--- config.mk ---
export PLATFORM = sky130hd
export DESIGN_NAME = cartridge_mapper_bank_irq
export DESIGN_NICKNAME = d
export VERILOG_FILES = /design/src/hw/rtl/cmbi_pkg.sv /design/src/hw/rtl/cmbi_regs.sv /design/src/hw/rtl/cmbi_irq.sv /design/src/hw/rtl/cmbi_xlate.sv /design/src/hw/rtl/cartridge_mapper_bank_irq.sv
export SDC_FILE = /design/constraint.sdc
export NUM_CORES = 1
export LEC_CHECK = 0
export ABC_AREA = 1
export BUFFER_PORTS_ARGS = -buffer_cell sky130_fd_sc_hd__buf_4
export CAP_MARGIN = 20
export CORE_UTILIZATION = 45
export CTS_CLUSTER_SIZE = 14
export DETAILED_ROUTE_END_ITERATION = 12
export GPL_ROUTABILITY_DRIVEN = 0
export GPL_TIMING_DRIVEN = 0
export RECOVER_POWER = 100
export SLEW_MARGIN = 20
export SYNTH_ARGS = -nofsm -noshare
export SYNTH_HDL_FRONTEND = slang
export SYNTH_SLANG_ARGS = --single-unit
--- constraint.sdc ---
create_clock -name clock -period 5.9 [get_ports clock]
set_clock_uncertainty 0.2 [all_clocks]
set_input_delay 1.18 -clock clock [delete_from_list [all_inputs] [get_ports clock]]
set_output_delay 1.18 -clock clock [all_outputs]
set_load 0.05 [all_outputs]
--- src/hw/rtl/cmbi_pkg.sv ---
// Shared types, codes and constants for the cartridge mapper block.
// Used by cmbi_regs, cmbi_irq, cmbi_xlate and cartridge_mapper_bank_irq.
`default_nettype none

package cmbi_pkg;

   // Request kinds carried on req_tuser
   localparam logic [2:0] REQ_TICK   = 3'd0;
   localparam logic [2:0] REQ_WRITE  = 3'd1;
   localparam logic [2:0] REQ_PRG    = 3'd2;
   localparam logic [2:0] REQ_CHR_RD = 3'd3;
   localparam logic [2:0] REQ_CHR_WR = 3'd4;
   localparam logic [2:0] REQ_NT     = 3'd5;
   localparam logic [2:0] REQ_WRAM   = 3'd6;

   // Memory select codes carried on rsp_tuser
   localparam logic [2:0] SEL_PRG_ROM = 3'd0;
   localparam logic [2:0] SEL_CHR_ROM = 3'd1;
   localparam logic [2:0] SEL_CHR_RAM = 3'd2;
   localparam logic [2:0] SEL_NT_RAM  = 3'd3;
   localparam logic [2:0] SEL_WRAM    = 3'd4;
   localparam logic [2:0] SEL_NONE    = 3'd5;

   // Configuration register indexes
   localparam logic [1:0] CFG_PRG_LOG2 = 2'd0;
   localparam logic [1:0] CFG_CHR_LOG2 = 2'd1;
   localparam logic [1:0] CFG_SWAP     = 2'd2;

   localparam logic [4:0] PRG_LOG2_RESET = 5'd19;
   localparam logic [4:0] PRG_LOG2_MIN   = 5'd13;
   localparam logic [4:0] PRG_LOG2_MAX   = 5'd19;

   // Scanline prescaler: 341 PPU dots per line, 3 dots per CPU cycle
   localparam logic [9:0] PRESCALE_LOAD = 10'd341;
   localparam logic [9:0] PRESCALE_STEP = 10'd3;

   // Decoded mapper register write
   typedef enum logic [2:0] {
      WR_NONE,
      WR_PRG,
      WR_CHR,
      WR_MIRROR,
      WR_LATCH,
      WR_IRQ_CTRL,
      WR_IRQ_ACK
   } wr_kind_type;

   typedef struct packed {
      wr_kind_type kind;
      logic [1:0]  prg_idx;
      logic [2:0]  chr_idx;
      logic [7:0]  data;
   } reg_wr_type;

   // Static configuration
   typedef struct packed {
      logic [4:0] prg_log2;
      logic [4:0] chr_log2;
      logic       swap;
   } cfg_type;

   // Banking state seen by the address translation
   typedef struct packed {
      logic [2:0][5:0] prg;
      logic [7:0][7:0] chr;
      logic [1:0]      mirror;
      logic            wram_en;
   } bank_state_type;

endpackage

`default_nettype wire

--- src/hw/rtl/cmbi_regs.sv ---
// Bank, mirroring and work RAM enable registers plus the static configuration.
// Depends on cmbi_pkg.
`default_nettype none

module cmbi_regs (
   input  wire logic                     clock,
   input  wire logic                     reset,
   input  wire logic                     csr_we,
   input  wire logic [1:0]               csr_index,
   input  wire logic [4:0]               csr_wdata,
   input  wire cmbi_pkg::reg_wr_type     wr,
   output cmbi_pkg::cfg_type             cfg,
   output cmbi_pkg::bank_state_type      banks
);

   logic [2:0][5:0] prg_ff, prg_in;
   logic [7:0][7:0] chr_ff, chr_in;
   logic [1:0]      mirror_ff, mirror_in;
   logic            wram_en_ff, wram_en_in;
   logic [4:0]      prg_log2_ff, chr_log2_ff;
   logic            swap_ff;

   // Next banking state from a decoded register write
   always_comb begin
      prg_in     = prg_ff;
      chr_in     = chr_ff;
      mirror_in  = mirror_ff;
      wram_en_in = wram_en_ff;
      unique case (wr.kind)
         cmbi_pkg::WR_PRG: begin
            prg_in[wr.prg_idx] = wr.data[5:0];
         end
         cmbi_pkg::WR_CHR: begin
            chr_in[wr.chr_idx] = wr.data;
         end
         cmbi_pkg::WR_MIRROR: begin
            mirror_in  = wr.data[1:0];
            wram_en_in = wr.data[7];
         end
         default: ;
      endcase
   end

   always_ff @(posedge clock) begin
      if (reset) begin
         prg_ff     <= '0;
         chr_ff     <= '0;
         mirror_ff  <= '0;
         wram_en_ff <= 1'b0;
      end else begin
         prg_ff     <= prg_in;
         chr_ff     <= chr_in;
         mirror_ff  <= mirror_in;
         wram_en_ff <= wram_en_in;
      end
   end

   // Configuration writes; out-of-range indexes are dropped
   always_ff @(posedge clock) begin
      if (reset) begin
         prg_log2_ff <= cmbi_pkg::PRG_LOG2_RESET;
         chr_log2_ff <= 5'd0;
         swap_ff     <= 1'b0;
      end else if (csr_we) begin
         unique case (csr_index)
            cmbi_pkg::CFG_PRG_LOG2: prg_log2_ff <= csr_wdata;
            cmbi_pkg::CFG_CHR_LOG2: chr_log2_ff <= csr_wdata;
            cmbi_pkg::CFG_SWAP:     swap_ff     <= csr_wdata[0];
            default: ;
         endcase
      end
   end

   assign cfg.prg_log2  = prg_log2_ff;
   assign cfg.chr_log2  = chr_log2_ff;
   assign cfg.swap      = swap_ff;
   assign banks.prg     = prg_ff;
   assign banks.chr     = chr_ff;
   assign banks.mirror  = mirror_ff;
   assign banks.wram_en = wram_en_ff;

endmodule

`default_nettype wire

--- src/hw/rtl/cmbi_irq.sv ---
// IRQ counter with scanline prescaler, latch, repeat and acknowledge.
// Depends on cmbi_pkg.
`default_nettype none

module cmbi_irq (
   input  wire logic                 clock,
   input  wire logic                 reset,
   input  wire logic                 tick,
   input  wire cmbi_pkg::reg_wr_type wr,
   output logic                      pend_next,
   output logic                      pend_now
);

   logic [7:0] count_ff, count_in;
   logic [7:0] latch_ff, latch_in;
   logic       en_ff, en_in;
   logic       rep_ff, rep_in;
   logic       scan_ff, scan_in;
   logic       pend_ff, pend_in;
   logic [9:0] pre_ff, pre_in;
   logic       fire;

   always_comb begin
      count_in = count_ff;
      latch_in = latch_ff;
      en_in    = en_ff;
      rep_in   = rep_ff;
      scan_in  = scan_ff;
      pend_in  = pend_ff;
      pre_in   = pre_ff;
      fire     = 1'b0;

      // Counter clocking on a CPU cycle beat
      if (tick && en_ff) begin
         if (scan_ff) begin
            if (pre_ff <= cmbi_pkg::PRESCALE_STEP) begin
               pre_in = pre_ff + (cmbi_pkg::PRESCALE_LOAD - cmbi_pkg::PRESCALE_STEP);
               fire   = 1'b1;
            end else begin
               pre_in = pre_ff - cmbi_pkg::PRESCALE_STEP;
            end
         end else begin
            fire = 1'b1;
         end
         if (fire) begin
            if (count_ff == 8'hff) begin
               count_in = latch_ff;
               pend_in  = 1'b1;
            end else begin
               count_in = count_ff + 8'd1;
            end
         end
      end

      // Register writes
      unique case (wr.kind)
         cmbi_pkg::WR_LATCH: begin
            latch_in = wr.data;
         end
         cmbi_pkg::WR_IRQ_CTRL: begin
            rep_in  = wr.data[0];
            en_in   = wr.data[1];
            scan_in = ~wr.data[2];
            pend_in = 1'b0;
            if (wr.data[1]) begin
               count_in = latch_ff;
               pre_in   = cmbi_pkg::PRESCALE_LOAD;
            end
         end
         cmbi_pkg::WR_IRQ_ACK: begin
            pend_in = 1'b0;
            en_in   = rep_ff;
         end
         default: ;
      endcase
   end

   always_ff @(posedge clock) begin
      if (reset) begin
         count_ff <= '0;
         latch_ff <= '0;
         en_ff    <= 1'b0;
         rep_ff   <= 1'b0;
         scan_ff  <= 1'b0;
         pend_ff  <= 1'b0;
         pre_ff   <= cmbi_pkg::PRESCALE_LOAD;
      end else begin
         count_ff <= count_in;
         latch_ff <= latch_in;
         en_ff    <= en_in;
         rep_ff   <= rep_in;
         scan_ff  <= scan_in;
         pend_ff  <= pend_in;
         pre_ff   <= pre_in;
      end
   end

   assign pend_next = pend_in;
   assign pend_now  = pend_ff;

   // Pending only sets from a counter overflow on a tick
   a_pend_from_tick: assert property (@(posedge clock) disable iff (reset)
      $rose(pend_ff) |-> $past(tick))
      else $error("IRQ pending set without a tick");

   // Enabling write reloads the counter from the latch
   a_ctrl_reload: assert property (@(posedge clock) disable iff (reset)
      (wr.kind == cmbi_pkg::WR_IRQ_CTRL && wr.data[1]) |=>
         (count_ff == $past(latch_ff) && pre_ff == cmbi_pkg::PRESCALE_LOAD))
      else $error("IRQ control write did not reload counter");

endmodule

`default_nettype wire

--- src/hw/rtl/cmbi_xlate.sv ---
// Address translation: PRG, CHR, nametable and work RAM mapping.
// Depends on cmbi_pkg; purely combinational.
`default_nettype none

module cmbi_xlate (
   input  wire logic [2:0]                req_type,
   input  wire logic [15:0]               bus_address,
   input  wire cmbi_pkg::cfg_type         cfg,
   input  wire cmbi_pkg::bank_state_type  banks,
   output logic [18:0]                    mem_address,
   output logic [2:0]                     mem_select,
   output logic                           access_allowed
);

   logic [4:0]  prg_lg;
   logic [18:0] prg_mask;
   logic [5:0]  prg_win;
   logic [18:0] prg_phys;
   logic [7:0]  chr_page;
   logic [17:0] chr_lin;
   logic [17:0] chr_mask;
   logic [10:0] nt_addr;

   // PRG: clamp ROM size, last 8 KiB window fixed to the last bank
   always_comb begin
      if (cfg.prg_log2 < cmbi_pkg::PRG_LOG2_MIN) begin
         prg_lg = cmbi_pkg::PRG_LOG2_MIN;
      end else if (cfg.prg_log2 > cmbi_pkg::PRG_LOG2_MAX) begin
         prg_lg = cmbi_pkg::PRG_LOG2_MAX;
      end else begin
         prg_lg = cfg.prg_log2;
      end
      prg_mask = ~(19'h7ffff << prg_lg);
      unique case (bus_address[15:13])
         3'b100:  prg_win = banks.prg[0];
         3'b101:  prg_win = banks.prg[1];
         3'b110:  prg_win = banks.prg[2];
         3'b111:  prg_win = prg_mask[18:13];
         default: prg_win = 6'd0;
      endcase
      prg_phys = {prg_win, bus_address[12:0]} & prg_mask;
   end

   // CHR: 1 KiB banks chosen by A12..A10; shifts past 18 leave the mask all ones
   assign chr_page = banks.chr[bus_address[12:10]];
   assign chr_lin  = {chr_page, bus_address[9:0]};
   assign chr_mask = ~(18'h3ffff << cfg.chr_log2);

   // Nametable mirroring
   always_comb begin
      unique case (banks.mirror)
         2'd0:    nt_addr = bus_address[10:0];
         2'd1:    nt_addr = {bus_address[11], bus_address[9:0]};
         2'd2:    nt_addr = {1'b0, bus_address[9:0]};
         default: nt_addr = {1'b1, bus_address[9:0]};
      endcase
   end

   // Result by request kind
   always_comb begin
      mem_address    = 19'd0;
      mem_select     = cmbi_pkg::SEL_NONE;
      access_allowed = 1'b0;
      unique case (req_type)
         cmbi_pkg::REQ_PRG: begin
            mem_address    = prg_phys;
            mem_select     = cmbi_pkg::SEL_PRG_ROM;
            access_allowed = 1'b1;
         end
         cmbi_pkg::REQ_CHR_RD: begin
            if (cfg.chr_log2 != 5'd0) begin
               mem_address = {1'b0, chr_lin & chr_mask};
               mem_select  = cmbi_pkg::SEL_CHR_ROM;
            end else begin
               mem_address = {6'd0, chr_lin[12:0]};
               mem_select  = cmbi_pkg::SEL_CHR_RAM;
            end
            access_allowed = 1'b1;
         end
         cmbi_pkg::REQ_CHR_WR: begin
            mem_address    = {6'd0, chr_lin[12:0]};
            mem_select     = cmbi_pkg::SEL_CHR_RAM;
            access_allowed = 1'b1;
         end
         cmbi_pkg::REQ_NT: begin
            mem_address    = {8'd0, nt_addr};
            mem_select     = cmbi_pkg::SEL_NT_RAM;
            access_allowed = 1'b1;
         end
         cmbi_pkg::REQ_WRAM: begin
            mem_address    = {6'd0, bus_address[12:0]};
            mem_select     = cmbi_pkg::SEL_WRAM;
            access_allowed = banks.wram_en;
         end
         default: ;
      endcase
   end

endmodule

`default_nettype wire

--- src/hw/rtl/cartridge_mapper_bank_irq.sv ---
// Cartridge mapper with PRG/CHR banking, mirroring and IRQ counter: top level.
// Instantiates cmbi_regs, cmbi_irq and cmbi_xlate; depends on cmbi_pkg.
//
// One bus event per beat on req_*: a CPU cycle tick, a mapper register write or an
// address to translate. Every event yields exactly one response beat on rsp_*
// carrying the physical address, memory select, access-allowed bit and the IRQ line
// as it stands after the event. Throughput is one event per clock while rsp_tready
// keeps the response register moving; each event passes through the input register
// and then the response register, with the translation and counter update between
// them. Bank and IRQ state update as an event leaves the input register, so events
// take effect strictly in order. The csr_* port writes the ROM size and address-swap
// settings and is meant to be used while no events are in flight.
`default_nettype none

module cartridge_mapper_bank_irq (
   input  wire logic        clock,
   input  wire logic        reset,
   input  wire logic        req_tvalid,
   output logic             req_tready,
   input  wire logic [23:0] req_tdata,   // [15:0] bus_address, [23:16] write_data
   input  wire logic [2:0]  req_tuser,   // [2:0] req_type
   output logic             rsp_tvalid,
   input  wire logic        rsp_tready,
   output logic [23:0]      rsp_tdata,   // [18:0] mem_address, [19] access_allowed,
                                         // [20] irq_line, [23:21] zero
   output logic [2:0]       rsp_tuser,   // [2:0] mem_select
   input  wire logic        csr_we,
   input  wire logic [1:0]  csr_index,
   input  wire logic [4:0]  csr_wdata
);

   // Register write address keys {A15..A12, A3}
   localparam logic [4:0] RA_PRG0  = 5'h10;
   localparam logic [4:0] RA_PRG1  = 5'h11;
   localparam logic [4:0] RA_PRG2  = 5'h12;
   localparam logic [4:0] RA_CHR0  = 5'h14;
   localparam logic [4:0] RA_CHR1  = 5'h15;
   localparam logic [4:0] RA_CHR2  = 5'h16;
   localparam logic [4:0] RA_CHR3  = 5'h17;
   localparam logic [4:0] RA_CHR4  = 5'h18;
   localparam logic [4:0] RA_CHR5  = 5'h19;
   localparam logic [4:0] RA_CHR6  = 5'h1a;
   localparam logic [4:0] RA_CHR7  = 5'h1b;
   localparam logic [4:0] RA_MIRR  = 5'h1c;
   localparam logic [4:0] RA_LATCH = 5'h1d;
   localparam logic [4:0] RA_CTRL  = 5'h1e;
   localparam logic [4:0] RA_ACK   = 5'h1f;

   // Input register
   logic        s1_valid_ff, s1_valid_in;
   logic [2:0]  s1_type_ff;
   logic [15:0] s1_addr_ff;
   logic [7:0]  s1_data_ff;

   // Response register
   logic        rsp_valid_ff, rsp_valid_in;
   logic [18:0] rsp_addr_ff;
   logic [2:0]  rsp_sel_ff;
   logic        rsp_allow_ff;
   logic        rsp_irq_ff;

   logic        advance;
   logic        take;
   logic        proc;
   logic        tick;
   logic [15:0] wa;
   logic [4:0]  key;

   cmbi_pkg::reg_wr_type     wr;
   cmbi_pkg::cfg_type        cfg;
   cmbi_pkg::bank_state_type banks;

   logic [18:0] x_addr;
   logic [2:0]  x_sel;
   logic        x_allow;
   logic        pend_next;
   logic        pend_now;

   // Handshake: the input register refills whenever its beat moves on
   assign advance     = !rsp_valid_ff || rsp_tready;
   assign req_tready  = advance || !s1_valid_ff;
   assign take        = req_tvalid && req_tready;
   assign proc        = s1_valid_ff && advance;
   assign s1_valid_in = take || (s1_valid_ff && !advance);
   assign rsp_valid_in = proc || (rsp_valid_ff && !rsp_tready);

   always_ff @(posedge clock) begin
      if (reset) begin
         s1_valid_ff  <= 1'b0;
         rsp_valid_ff <= 1'b0;
      end else begin
         s1_valid_ff  <= s1_valid_in;
         rsp_valid_ff <= rsp_valid_in;
      end
   end

   always_ff @(posedge clock) begin
      if (take) begin
         s1_type_ff <= req_tuser;
         s1_addr_ff <= req_tdata[15:0];
         s1_data_ff <= req_tdata[23:16];
      end
   end

   // Register write decode, with optional A4 -> A3 swap
   assign wa  = cfg.swap ? {s1_addr_ff[15:12], 8'd0, s1_addr_ff[4], 3'd0} : s1_addr_ff;
   assign key = {wa[15:12], wa[3]};
   assign tick = proc && (s1_type_ff == cmbi_pkg::REQ_TICK);

   always_comb begin
      wr.kind    = cmbi_pkg::WR_NONE;
      wr.prg_idx = {wa[12], wa[3]};
      wr.chr_idx = {~wa[13], wa[12], wa[3]};
      wr.data    = s1_data_ff;
      if (proc && s1_type_ff == cmbi_pkg::REQ_WRITE) begin
         unique case (key)
            RA_PRG0, RA_PRG1, RA_PRG2: wr.kind = cmbi_pkg::WR_PRG;
            RA_CHR0, RA_CHR1, RA_CHR2, RA_CHR3,
            RA_CHR4, RA_CHR5, RA_CHR6, RA_CHR7: wr.kind = cmbi_pkg::WR_CHR;
            RA_MIRR:  wr.kind = cmbi_pkg::WR_MIRROR;
            RA_LATCH: wr.kind = cmbi_pkg::WR_LATCH;
            RA_CTRL:  wr.kind = cmbi_pkg::WR_IRQ_CTRL;
            RA_ACK:   wr.kind = cmbi_pkg::WR_IRQ_ACK;
            default:  wr.kind = cmbi_pkg::WR_NONE;
         endcase
      end
   end

   cmbi_regs u_regs (
      .clock     (clock),
      .reset     (reset),
      .csr_we    (csr_we),
      .csr_index (csr_index),
      .csr_wdata (csr_wdata),
      .wr        (wr),
      .cfg       (cfg),
      .banks     (banks)
   );

   cmbi_irq u_irq (
      .clock     (clock),
      .reset     (reset),
      .tick      (tick),
      .wr        (wr),
      .pend_next (pend_next),
      .pend_now  (pend_now)
   );

   cmbi_xlate u_xlate (
      .req_type       (s1_type_ff),
      .bus_address    (s1_addr_ff),
      .cfg            (cfg),
      .banks          (banks),
      .mem_address    (x_addr),
      .mem_select     (x_sel),
      .access_allowed (x_allow)
   );

   // Response register
   always_ff @(posedge clock) begin
      if (proc) begin
         rsp_addr_ff  <= x_addr;
         rsp_sel_ff   <= x_sel;
         rsp_allow_ff <= x_allow;
         rsp_irq_ff   <= pend_next;
      end
   end

   assign rsp_tvalid = rsp_valid_ff;
   assign rsp_tdata  = {3'd0, rsp_irq_ff, rsp_allow_ff, rsp_addr_ff};
   assign rsp_tuser  = rsp_sel_ff;

   // A new response only comes from a beat held in the input register
   a_rsp_source: assert property (@(posedge clock) disable iff (reset)
      $rose(rsp_valid_ff) |-> $past(s1_valid_ff))
      else $error("response appeared without an input beat");

   // A stalled input beat is neither lost nor overwritten
   a_s1_hold: assert property (@(posedge clock) disable iff (reset)
      (s1_valid_ff && !advance) |=>
         (s1_valid_ff && $stable(s1_type_ff) && $stable(s1_addr_ff) && $stable(s1_data_ff)))
      else $error("stalled input beat changed");

   // Reported IRQ line matches the counter state after the event
   a_irq_match: assert property (@(posedge clock) disable iff (reset)
      proc |=> (rsp_irq_ff == pend_now))
      else $error("response IRQ line disagrees with pending flag");

endmodule

`default_nettype wire

# --- Yosys cells after proc, flatten, opt, wreduce, memory -nomap -nowiden ---
# Memories as Yosys holds them, arrays and structs flattened.
# Index checks and enable logic that the tools add are counted.
op_classes:
  addsub: 3
  n_lt_le_gt_ge: 8
  eq_ne: 21
  n_shift: 2
  mux: 37
  n_bitwise: 6
  n_reduce_logical: 27
op_table:
  columns: ["cell", "n"]
  rows:
  - ["19-bit case mux with 5 select lines", 1]
  - ["64-bit bitwise mux", 1]
  - ["8-bit 2-to-1 mux", 7]
  - ["10-bit 2-to-1 mux", 5]
  - ["11-bit case mux with 3 select lines", 1]
  - ["3-bit == test (second input constant)", 10]
  - ["8-bit binary-select mux with 3-bit select", 1]
  - ["8-bit demux with 3-bit select", 1]
  - ["6-bit case mux with 4 select lines", 1]
  - ["19-bit AND", 1]
  - ["19-bit NOT", 1]
  - ["19-bit by 5-bit left shift with 19-bit output (first input constant)", 1]
  - ["18-bit AND", 1]
  - ["18-bit bitwise mux", 1]
  - ["18-bit 2-to-1 mux", 1]
  - ["18-bit NOT", 1]
  - ["18-bit by 5-bit left shift with 18-bit output (first input constant)", 1]
  - ["3-bit case mux with 5 select lines", 1]
  - ["6-bit demux with 2-bit select", 1]
  - ["3-bit by 2-bit == test with 1-bit output (second input constant)", 4]
  - ["10-bit by 9-bit adder with 10-bit output (second input constant)", 1]
  - ["10-bit by 2-bit <= comparator with 1-bit output (second input constant)", 1]
  - ["5-bit 2-to-1 mux", 2]
  - ["10-bit by 2-bit subtractor with 10-bit output (second input constant)", 1]
  - ["28 further kinds", 57]
totals:
  reg_bits: 179
  romBits: 96
  in_bits: 39
  output_inout_bits: 29
  word_cells: 137
  n_memories: 1
memory_table:
  columns: ["memory", "depth", "width", "read_ports", "rd_clocked_by_memory_dff", "wr", "line_no", "rtl"]
  rows:
  - ["(no name shown)", 32, 3, 1, 0, 0, "cartridge_mapper_bank_irq.sv:116", "unique case (key)"]

# --- Depth between registers and ports, before layout ---
depth:
  depth_word: 10
  ltp_mapped: 14
  depth_no_buf: 13

# --- Cells and area by module ---
# From an unflattened synthesis, not the netlist that was laid out.
hier_totals:
  hier_cells: 1255
  area_unflattened_um2: 8902.3
by_module_without_submodules:
  columns: ["mod", "n_inst", "cells_per_inst", "area_each_um2", "seq_area_each_um2"]
  rows:
  - ["cmbi_regs", 1, 554, 3862.5, 1921.8]
  - ["cartridge_mapper_bank_irq", 1, 100, 1805.5, 1571.5]
  - ["cmbi_irq", 1, 258, 1709.1, 600.6]
  - ["cmbi_xlate", 1, 343, 1525.2, 0.0]

# --- Least setup slack after synthesis ---
# Ideal clock, no wire load.
synth_timing:
  path_kind: "input port to output port"
  startpoint: "input port rsp_tready"
  endpoint: "output port req_tready"
  t_arrival_ps: 1641
  required_ps: 4520
  setup_slack_ps: 2879
  cell_stages: 2
  n_path_buf: 0
  path_cell_list: "inv_1 nand3_1"
synth_between:
  elab_chain_len: 2
synth_lines:
  columns: ["element", "line_no", "rtl"]
  rows:
  - ["start: declaration", "cartridge_mapper_bank_irq.sv:23", "input wire logic rsp_tready,"]
  - ["1-bit logical OR", "cartridge_mapper_bank_irq.sv:80", "assign advance = !rsp_valid_ff || rsp_tready;"]
  - ["1-bit logical OR", "cartridge_mapper_bank_irq.sv:81", "assign req_tready = advance || !s1_valid_ff;"]
  - ["end: declaration", "cartridge_mapper_bank_irq.sv:19", "output logic req_tready,"]
# Every way passes these cells.

# --- Final worst setup path ---
layout_timing:
  startpoint: "register s1_addr_ff[12]"
  endpoint: "register u_regs.chr_ff (netlist bit u_regs.banks[30])"
layout_between:
  elab_chain_len: 5
  word_cells_on_any_way: 9
  classes_between: "2 x order compare; 1 x eq/ne; 4 x mux; 1 x reduce/logical; 1 x memory"
layout_lines:
  columns: ["element", "line_no", "rtl"]
  rows:
  - ["start: declaration", "cartridge_mapper_bank_irq.sv:52", "logic [15:0] s1_addr_ff;"]
  - ["start signal: assignment", "cartridge_mapper_bank_irq.sv:100", "s1_addr_ff <= req_tdata[15:0];"]
  - ["3-bit by 4-bit less-than comparator with 1-bit output (implied by the code) / 3-bit by 1-bit >= comparator with 1-bit output (equally long branches)", "cmbi_regs.sv:34", "chr_in[wr.chr_idx] = wr.data;"]
  - ["1-bit logical AND (implied by the code)", "cmbi_regs.sv:34", null]
  - ["8-bit 2-to-1 mux (implied by the code)", "cmbi_regs.sv:34", null]
  - ["8-bit demux with 3-bit select", null, null]
  - ["64-bit bitwise mux", "cmbi_regs.sv:34", null]
  - ["end signal: assignment", "cmbi_regs.sv:52", "chr_ff <= chr_in;"]
  - ["end: declaration", "cmbi_regs.sv:17", "logic [7:0][7:0] chr_ff, chr_in;"]
# Several ways; a longest one is shown, not always the timed one.
# A chain may end at the register's enable or synchronous reset.

==> metrics.yaml <==
floorplan:
  start_util: 0.459
  die_h_um: 140
  core_sq_mm: 0.0186
  dieWidth_um: 140
  rows: 50
  ios: 68
  fp.dieArea_sq_mm: 0.0196
clock_network:
  hold_buffers: 0
  clock_sinks: 179
  clock_latency_ns: 0.44
  cts_buffer_depth: 2
  htreeDepth: 4
  post_cts_resized: 0
  numCtsBuffers: 17
  path_clk_slew_ns: 0.07
  postCtsSetupBuffers: 0
  root_buffer: "clkbuf_16"
  cts_tree: "done"
logic_synthesis:
  yosysMostFrequentCell: "nand2_1"
  synth_area_per_cell_sq_um: 7.49
  synth_top_area_share: 0.300
  synth_area_leaders: "dfxtp_1, edfxtp_1, nand2_1"
  synth_commonest_cells: "nand2_1, nor2_1, dfxtp_1"
  async_flop_share: 0
  ys_types: 39
  synth_seq_cells: 179
  yosys_warnings: 0
  syn_area_sq_mm: 0.00856
  ys.flop_type: "dfxtp_1"
  synth_cells: 1143
  ys_seq_area_frac: 0.479
  netlist.top_cell.by_area: "dfxtp_1"
  synth_edf_count: 51
finish:
  drive_gt1_frac: 0.0685
  num_antenna_cells: 0
  area_growth_pct: 13.4
  post-route-util: 0.520
  final_nets: 1275
timing:
  holdWs_ns: 0.263
  slew-limit-headroom: 0.113
  setup_viol: 0
  clock.fmax_mhz: 263
  tns_ns: 0
  worstMarginPinSlew_ns: 1.33
  hold_viol_final: 0
  rsz0062_at_grt: "false"
  fin_crit_ns: 3.81
  min_period_over_period: 0.646
  fin_ws_ns: 2.09
  timing.final.max_slew_violations: 0
global_routing:
  grt_pass1_vias: 7339
  track_usage: 0.257
  grt_remaining_overflow: 0
  grt_antenna_before_repair: 0
  grt_max_degree: 28
  grt_pass1_wl_um: 38700
power_and_ir_drop:
  internal_power_uw: 1990
  p_leak_uw: 0.00410
  p_total_uw: 2680
  comb_power_share: 0.089
  p_seq_frac: 0.486
  clkPwrFrac: 0.425
  ir_worst_vdd_mv: 0.211
  switching_share: 0.258
  powerDensity_mw_per_mm2: 277
  power_switching_uw: 692
route:
  final_antenna_net_count: 0
  vias_per_cell: 5.30
  drt_iter0_drc: 590
  drc: 0
  dr.pass1.iters: 5
  vias: 7821
  routedWlPerCell_um: 16.3
  drt_wl_total_um: 24100
worst_setup_path:
  cpPeakStageDelay_ns: 0.52
  cp.required_ns: 6.06
  critPathLaunchType: "register"
  cpMostUsedCell: "clkbuf_1"
  crit_type: "register to register"
  crit_path_top_delay_cell: "edfxtp_1"
  path_cells: "clkinv_1 -> ha_1 -> nand3_1 -> nand2_1 -> inv_1 -> nand2_4 -> nor2_1 -> clkbuf_1 -> clkbuf_1 -> nand4_1 -> a21oi_1"
  crit_arrival_ns: 3.97
  setup.worst_path.end_class: "register"
  cp_max_fo: 10
placed_design:
  post-dp-hpwl_um: 17300
  io_buffers: 64
  pre_cts_ws_ns: 2.77
hold_path:
  hold_path.class: "register to register"
outcome:
  status: "complete, no violations"
run:
  cap_violations: 0
[critical path: cells and delay by family, from the launching register on]
family,cells,cell delay (ns)
flip-flops,1,0.52
adder cells (fa/ha/maj),1,0.42
buffers and inverters,4,1.49
AND/OR/NAND/NOR,5,0.92
AO/OA/AOI/OAI,1,0.19
[stage by stage]
stage	instances	area [sq um]
after detailed placement	1443	9340
after CTS	1475	9930
final	1475	9700
after global placement	1443	9340
after floorplan	1145	8560
after global routing	1475	9700
[logic make-up (layout without fill, tap and decap cells)]
kind of cell | after synthesis | count (layout) | synth area share
other | 1 | 3 | 0.000438
flip-flops | 179 | 179 | 0.479
buffers and inverters | 179 | 275 | 0.0898
XOR/XNOR | 1 | 1 | 0.00102
AND/OR/NAND/NOR | 582 | 582 | 0.296
adder cells (fa/ha/maj) | 8 | 8 | 0.0117
AO/OA/AOI/OAI | 193 | 193 | 0.123
[cell usage in the layout (no fill, tap or decap), drive strengths merged, types with 4 or more instances in the layout]
master,instances
a21oi,93
buf,20
clkbuf,120
clkinv,8
dfxtp,128
edfxtp,51
ha,8
inv,124
nand2,269
nand3,76
nand4,55
nor2,173
nor3,4
o211ai,20
o21ai,65
[power groups by stage]
stage	Combinational [uW]	Clock (uW)	Sequential [uW]
floorplan	125	0	1360
global placement	248	0	1330
detailed placement	247	0	1330
CTS	248	1150	1310
global route	259	1200	1310
finish	238	1140	1310
[metal layers]
layer / global-route usage / share of wire
met5: 0.0175 / 0.0019
met4: 0.0943 / 0.026
met3: 0.0588 / 0.064
met2: 0.410 / 0.45
met1: 0.337 / 0.45
[state kept, by name (all words and copies together), names as in the netlist, 8 cells and up]
register	flops
u_regs.banks	82
s1_addr_ff	16
u_irq.latch_ff	8
u_irq.count_ff	8
rsp_addr_ff	19
u_irq.pre_ff	10
s1_data_ff	8
[worst paths after layout]
kind	slack, ns	startpoint	cells past startpoint	end
setup / recovery	2.09	s1_addr_ff[12]$_DFFE_PP_	11	u_regs.banks[30]$_SDFFE_PP0P_
hold reg to reg	0.26	u_regs.banks[21]$_SDFFE_PP0P_	2	u_regs.banks[21]$_SDFFE_PP0P_
setup reg to reg	2.09	s1_addr_ff[12]$_DFFE_PP_	11	u_regs.banks[30]$_SDFFE_PP0P_
hold / removal	0.26	u_regs.banks[21]$_SDFFE_PP0P_	2	u_regs.banks[21]$_SDFFE_PP0P_
[cell type report]
type / count / area [sq um]
inverters: 124 / 465
plain buffers: 55 / 234
flip-flops and latches: 179 / 4090
fillers: 1903 / 8940
repair buffers: 64 / 375
multi-input cells: 787 / 3650
well taps: 234 / 293
clock buffers: 21 / 493
clock inverters: 11 / 97.6
No activity file was read; power rests on OpenSTA's default activity.
